--- src/hdl/assert_macros.svh ---
// assertion macros used by the controller (vga_ctrl)
`ifndef ASSERT_MACROS_SVH
`define ASSERT_MACROS_SVH

// plain property checked on every rising edge outside reset
`define VGA_ASSERT(lbl, clk, rst_n, prop, msg) \
  lbl: assert property (@(posedge clk) disable iff (!rst_n) (prop)) else $error(msg);

// overlapping implication checked on every rising edge outside reset
`define VGA_ASSERT_IMPL(lbl, clk, rst_n, ante, cons, msg) \
  lbl: assert property (@(posedge clk) disable iff (!rst_n) (ante) |-> (cons)) else $error(msg);

`endif

--- src/hdl/vga_pkg.sv ---
// shared types, codes and defaults of the voxel grid accumulator
package vga_pkg;

  localparam int unsigned GridXDef = 64;
  localparam int unsigned GridYDef = 64;
  localparam int unsigned GridZDef = 16;

  localparam logic [15:0] CountMax = 16'hFFFF;

  localparam logic OP_INSERT = 1'b0;
  localparam logic OP_READ   = 1'b1;

  localparam logic [1:0] ST_OK      = 2'd0;
  localparam logic [1:0] ST_OUTSIDE = 2'd1;
  localparam logic [1:0] ST_FULL    = 2'd2;

  localparam logic [2:0] CFG_REF_X   = 3'd0;
  localparam logic [2:0] CFG_REF_Y   = 3'd1;
  localparam logic [2:0] CFG_REF_Z   = 3'd2;
  localparam logic [2:0] CFG_INV_RES = 3'd3;
  localparam logic [2:0] CFG_MIN_PTS = 3'd4;

  localparam logic [31:0] InvResReset = 32'd65536;
  localparam logic [15:0] MinPtsReset = 16'd1;

  typedef struct packed {
    logic               op;
    logic signed [31:0] pos_x;
    logic signed [31:0] pos_y;
    logic signed [31:0] pos_z;
    logic [7:0]         red;
    logic [7:0]         green;
    logic [7:0]         blue;
    logic [5:0]         cell_x;
    logic [5:0]         cell_y;
    logic [3:0]         cell_z;
  } vga_cmd_t;

  typedef struct packed {
    logic [1:0]  status;
    logic        used;
    logic [15:0] point_count;
    logic [7:0]  avg_red;
    logic [7:0]  avg_green;
    logic [7:0]  avg_blue;
  } vga_res_t;

  typedef struct packed {
    logic [15:0] cnt;
    logic [23:0] red_sum;
    logic [23:0] green_sum;
    logic [23:0] blue_sum;
  } vga_entry_t;

  // controller to datapath
  typedef struct packed {
    logic       clr;
    logic       load;
    logic       mul;
    logic       chk;
    logic [1:0] axis;
    logic       addr;
    logic       rd;
    logic       upd;
    logic       div;
    logic       emit;
  } vga_ctl_t;

  // datapath to controller
  typedef struct packed {
    logic clr_done;
    logic op_rd;
    logic outside;
    logic do_div;
  } vga_sts_t;

endpackage

--- src/hdl/vga_ctrl.sv ---
// sequencer for clearing, index calculation, memory access and division
`include "assert_macros.svh"

module vga_ctrl (
  input  logic          clk_i,
  input  logic          rst_ni,
  input  logic          start_i,
  output logic          busy_o,
  output logic          done_o,
  output vga_pkg::vga_ctl_t ctl_o,
  input  vga_pkg::vga_sts_t sts_i
);
  import vga_pkg::*;

  typedef enum logic [3:0] {
    S_CLEAR, S_IDLE, S_MUL, S_CHK, S_ADDR, S_RD, S_UPD, S_DIV, S_EMIT
  } state_e;

  state_e     state_q, state_d;
  logic [1:0] axis_q, axis_d;
  logic [2:0] div_cnt_q, div_cnt_d;
  logic       done_q;
  logic       div_s;

  always_comb begin
    state_d   = state_q;
    axis_d    = axis_q;
    div_cnt_d = div_cnt_q;
    ctl_o     = '0;
    ctl_o.axis = axis_q;
    case (state_q)
      S_CLEAR: begin
        ctl_o.clr = 1'b1;
        if (sts_i.clr_done) state_d = S_IDLE;
      end
      S_IDLE: begin
        if (start_i) begin
          ctl_o.load = 1'b1;
          axis_d = 2'd0;
          state_d = sts_i.op_rd ? S_ADDR : S_MUL;
        end
      end
      S_MUL: begin
        ctl_o.mul = 1'b1;
        state_d = S_CHK;
      end
      S_CHK: begin
        ctl_o.chk = 1'b1;
        if (axis_q == 2'd2) begin
          state_d = S_ADDR;
        end else begin
          axis_d = axis_q + 2'd1;
          state_d = S_MUL;
        end
      end
      S_ADDR: begin
        ctl_o.addr = 1'b1;
        state_d = sts_i.outside ? S_EMIT : S_RD;
      end
      S_RD: begin
        ctl_o.rd = 1'b1;
        state_d = S_UPD;
      end
      S_UPD: begin
        ctl_o.upd = 1'b1;
        div_cnt_d = 3'd0;
        state_d = sts_i.do_div ? S_DIV : S_EMIT;
      end
      S_DIV: begin
        ctl_o.div = 1'b1;
        div_cnt_d = div_cnt_q + 3'd1;
        if (div_cnt_q == 3'd7) state_d = S_EMIT;
      end
      S_EMIT: begin
        ctl_o.emit = 1'b1;
        state_d = S_IDLE;
      end
      default: state_d = S_IDLE;
    endcase
  end

  always_ff @(posedge clk_i or negedge rst_ni) begin
    if (!rst_ni) begin
      state_q   <= S_CLEAR;
      axis_q    <= 2'd0;
      div_cnt_q <= 3'd0;
      done_q    <= 1'b0;
    end else begin
      state_q   <= state_d;
      axis_q    <= axis_d;
      div_cnt_q <= div_cnt_d;
      done_q    <= (state_q == S_EMIT);
    end
  end

  assign busy_o = (state_q != S_IDLE);
  assign done_o = done_q;
  assign div_s  = (state_q == S_DIV);

  `VGA_ASSERT_IMPL(a_done_idle, clk_i, rst_ni, done_q, state_q == S_IDLE, "strobe outside idle")
  `VGA_ASSERT(a_one_src, clk_i, rst_ni, $onehot0({ctl_o.clr, ctl_o.upd, ctl_o.load}), "overlap")
  `VGA_ASSERT_IMPL(a_div_upd, clk_i, rst_ni, $rose(div_s), $past(state_q) == S_UPD, "bad div entry")

endmodule

--- config.mk ---
export PLATFORM = sky130hd
export DESIGN_NAME = vga_ctrl
export DESIGN_NICKNAME = d
export VERILOG_FILES = /design/src/hdl/vga_pkg.sv /design/src/hdl/vga_ctrl.sv
export VERILOG_INCLUDE_DIRS = /design/src /design/src/hdl
export SDC_FILE = /design/constraint.sdc
export NUM_CORES = 1
export LEC_CHECK = 0
export CAP_MARGIN = 20
export CORE_AREA = 2 2 39 41
export CTS_CLUSTER_SIZE = 20
export DETAILED_ROUTE_END_ITERATION = 7
export DIE_AREA = 0 0 41 43
export DONT_BUFFER_PORTS = 1
export PLACE_DENSITY = 0.65
export SYNTH_ARGS = -nofsm -noshare
export SYNTH_HDL_FRONTEND = slang
export SYNTH_SLANG_ARGS = --single-unit
--- constraint.sdc ---
create_clock -name clk_i -period 2.45 [get_ports clk_i]
set_input_delay 0.49 -clock clk_i [delete_from_list [all_inputs] [get_ports clk_i]]
set_output_delay 0.49 -clock clk_i [all_outputs]
set_load 0.02 [all_outputs]
### After elaboration in Yosys (flattened, before gate mapping)

Cells that the tools add are included.

| storage, ports and cells | value |
|---|---|
| register bits | 10 |
| output and inout bits | 13 |
| logic and storage cells | 48 |

| operators by class | value |
|---|---|
| add/sub/neg operators | 2 |
| eq/ne operators | 15 |
| muxes and demuxes | 22 |
| reduce and logical (&&, ||, !) cells | 5 |

Operator list:

| kind | count |
|---|---|
| $pmux W4 S8 | 1 |
| $mux W4 | 5 |
| $eq A4 B3 Y1 const B | 4 |
| $mux W1 | 10 |
| $eq A4 B2 Y1 const B | 2 |
| $mux W3 | 2 |
| $ne A2 B2 Y1 const B | 3 |
| $pmux W3 S2 | 1 |
| $reduce_and A3 Y1 | 2 |
| $eq A4 B1 Y1 const B | 1 |
| $eq A4 B4 Y1 const B | 1 |
| $logic_not A4 Y1 | 1 |
| $mux W2 | 2 |
| $ne A4 B1 Y1 const B | 1 |
| $pmux W2 S2 | 1 |
| $reduce_bool A2 Y1 | 2 |
| $add A3 B1 Y3 const B | 1 |
| $eq A3 B3 Y1 const B | 1 |
| $add A2 B1 Y2 const B | 1 |
| $eq A2 B2 Y1 const B | 1 |
| $ne A2 B1 Y1 const B | 1 |

### Longest topological paths before layout

| logic depth | value |
|---|---|
| depth in word-level cells | 3 |
| depth in mapped cells | 6 |
| mapped depth without buffers | 6 |

### Worst setup path before layout

Ideal clock, no wire load.

| timing | value |
|---|---|
| kind | register to output |
| start | register state_q[1] |
| end | output ctl_o[0] in the netlist's numbering |
| data arrival time | 1.484 ns |
| setup slack | 0.476 ns |
| stages on the path, launching flop included | 4 |
| buffers on the path | 2 |
| cells stage by stage | dfrtp_1 buf_4 buf_2 nor4b_1 |

RTL lines:

| element | RTL line | text |
|---|---|---|
| from (decl) | vga_ctrl.sv:19 | `state_e state_q, state_d;` |
| from (signal assigned) | vga_ctrl.sv:89 | `state_q <= state_d;` |
| to (decl) | vga_ctrl.sv:10 | `output vga_pkg::vga_ctl_t ctl_o,` |

==> results.yml <==
run_status:
  status: "finished, final reports clean"
cts:
  cts.sink_count: 10
  cts-root-buf: "clkbuf_4"
  clk_path_buf_depth: 2
  tritoncts: "built"
  cts.clk_slew.worst_paths_ns: 0.07
  ctsResizeCount: 0
  insertion_delay_ns: 0.27
  htree_levels: 1
  cts_buffers: 3
yosys:
  synth.net_count: 85
  yosys.area_share.simple_pct: 31.1
  syn_area_per_cell_um2: 8.54
  yosys-top-cells-area: "dfrtp_1, nand2_1, ha_1"
  yosys.area.top_type: "dfrtp_1"
  yosysMostFrequentCell: "nand2_1"
  synth_top_family_by_area: "simple AND/OR/NAND/NOR gates"
  synth-compound-area-share_pct: 16.8
  syn_inst: 75
  yosysWarnings: 0
  yosysUniqueCellTypes: 30
  ys_top_cells_by_count: "nand2_1, dfrtp_1, nor2_1"
  synth-adder-area-share_pct: 5.86
  synth_area_um2: 641
  yosysSeqAreaShare_pct: 39.1
  synth-seq-cells: 10
  synth_top_area_share_pct: 39.1
  async_flop_share_pct: 100
  muxShareOfSynthArea_pct: 1.56
  synth_xor_xnor_area_share_pct: 0
  synth_ff_type: "dfrtp_1"
  synth_edf_count: 0
final_layout:
  final_nets: 89
  diodes: 0
  final_layout_size_suffix_gt1_share_pct: 11.5
  final_cell_count_no_fill: 94
  area_growth_syn_to_layout_pct: 8.20
min_path:
  hp-start: "sts_i[3]"
  worstHoldPathType: "primary input to flop"
place:
  port_buffers: 0
  place_ws_ns: 0.677
  routabilityCongestion: 0.752
  placedCellCount: 89
floorplanning:
  ioPinCount: 20
  die_w_um: 41
  start_util_pct: 46.3
  fp.dieH_um: 43
  die_area_um2: 1760
  core_area_um2: 1380
  row_count: 14
setup_path:
  crit_arrival_ns: 1.57
  crit_path_top_delay_cell: "dfrtp_1"
  start_kind: "flop"
  path_buf_inv: 0
  cpLargestDelayFamily: "simple AND/OR/NAND/NOR gates"
  reg2reg_from: "state_q[1]$_DFFE_PN0P_"
  crit_path_end_kind: "primary output"
  regToRegSetupSlack_ns: 0.88
  critPathLaunch: "state_q[0]$_DFFE_PN0P_"
  cpPeakStageDelay_ns: 0.53
  critPathKind: "flop to primary output"
  cp_max_fo: 15
  path_cells: "nand2b_1 -> nor3_1"
  required_ns: 1.96
global_route:
  grt.total_usage_pct: 17.9
  grt_max_degree: 17
  grt_pass1_vias: 468
  antenna_found_initial: 0
  grt_overflow: 0
  grt_pass1_wl_um: 2050
sta:
  worstMarginPinSlew_ns: 0.666
  rsz0062_at_grt: "false"
  fin_skew_ns: 0.00134
  setup_viol: 0
  max_freq_mhz: 486
  max_slew_margin_pct: 55.3
  hold_viol_final: 0
  slew_violations: 0
  final.setup.worst_slack_ns: 0.390
  fin_crit_ns: 2.06
  tns_ns: 0
  finalCritPeriodShare_pct: 84.1
power:
  p_leak_uw: 0.000325
  ir_worst_vdd_mv: 0.529
  power_density_nw_per_um2: 1250
drt:
  antenna_left: 0
  viasPerCell: 5.69
  avgRoutedWirePerCell_um: 13.9
  num_vias: 535
  routed_wl_um: 1300
  drcViolationCount: 0
  firstDrtPassIters: 4
  dr.first_iter.drc_count: 12
run:
  maxCapViolations: 0
## worst reg2reg max path, cell delays in order, from the launching register on
cell and delay (ns):
dfrtp_1 0.63, nor2_1 0.12, a21o_1 0.20, a2111oi_0 0.40, or2_1 0.15
## kinds of logic after synthesis
logic type | count (synthesis)
AOI/OAI and AO/OA | 15
adders and majority gates | 3
buffers and inverters | 6
DFF | 10
muxes | 1
and+or+nand+nor | 40
## worst paths after layout
| kind | end | cells after the start |
|---|---|---|
| worst max-delay path | ctl_o[8] | 2 |
| worst min-delay path | state_q[0]$_DFFE_PN0P_ | 1 |
| worst max register to register | state_q[1]$_DFFE_PN0P_ | 4 |
| worst min register to register | div_cnt_q[1]$_DFFE_PN0P_ | 2 |
| max in group asynchronous | done_o$_DFF_PN0_ | 1 |
| min in group asynchronous | state_q[0]$_DFFE_PN0P_ | 1 |
## layout by cell type (no fill, tap or decap), types with 2 or more instances in the layout
master / instances
a22o_1: 2
a22oi_1: 2
buf_4: 2
clkbuf_4: 3
dfrtp_1: 10
ha_1: 3
inv_1: 2
nand2_1: 13
nand2b_1: 5
nor2_1: 7
nor2b_1: 2
nor3_1: 6
o21ai_0: 2
o21ai_1: 2
## metrics by stage
stage	total power, uW	cell area [um^2]	utilization (%)	hold WS (ns)
finish	866	693	50.1	0.360
global route	947	693	50.1	0.359
CTS	878	693	50.1	0.357
detailed placement	720	647	46.7	0.195
global placement	710	647	46.7	0.195
floorplan	669	641	-	0.194
## timing repair
item | in CTS | in global routing
hold buffers | 1 | 0
buffers inserted | 0 | 0
endpoints found under the hold margin | 10 | 0
setup endpoints to repair | 0 | 0
## layer usage
metal / GRT usage (%) / routed length (um)
met1: 22.4 / 561
met5: 0 / 0
met4: 12.0 / 36
met3: 5.24 / 99
met2: 25.3 / 604
## flip-flops by register name, summed over array words and instances (netlist names)
signal	flops
axis_q	2
div_cnt_q	3
done_o	1
state_q	4
## power breakdown
| group | switching, uW | leakage (uW) | internal (uW) |
|---|---|---|---|
| sequential | 115 | 0.000132 | 217 |
| combinational | 228 | 0.000171 | 156 |
| clock | 59.6 | 0.0000210 | 90.3 |
## final cells by class
class	instances	area [um^2]
flip-flops and latches	10	250
fillers	143	691
repair buffers	3	25.0
well taps	16	20.0
multi-input cells	59	354
inverters	2	7.51
clock buffers	4	36.3
(Power assumes the default switching activity.)
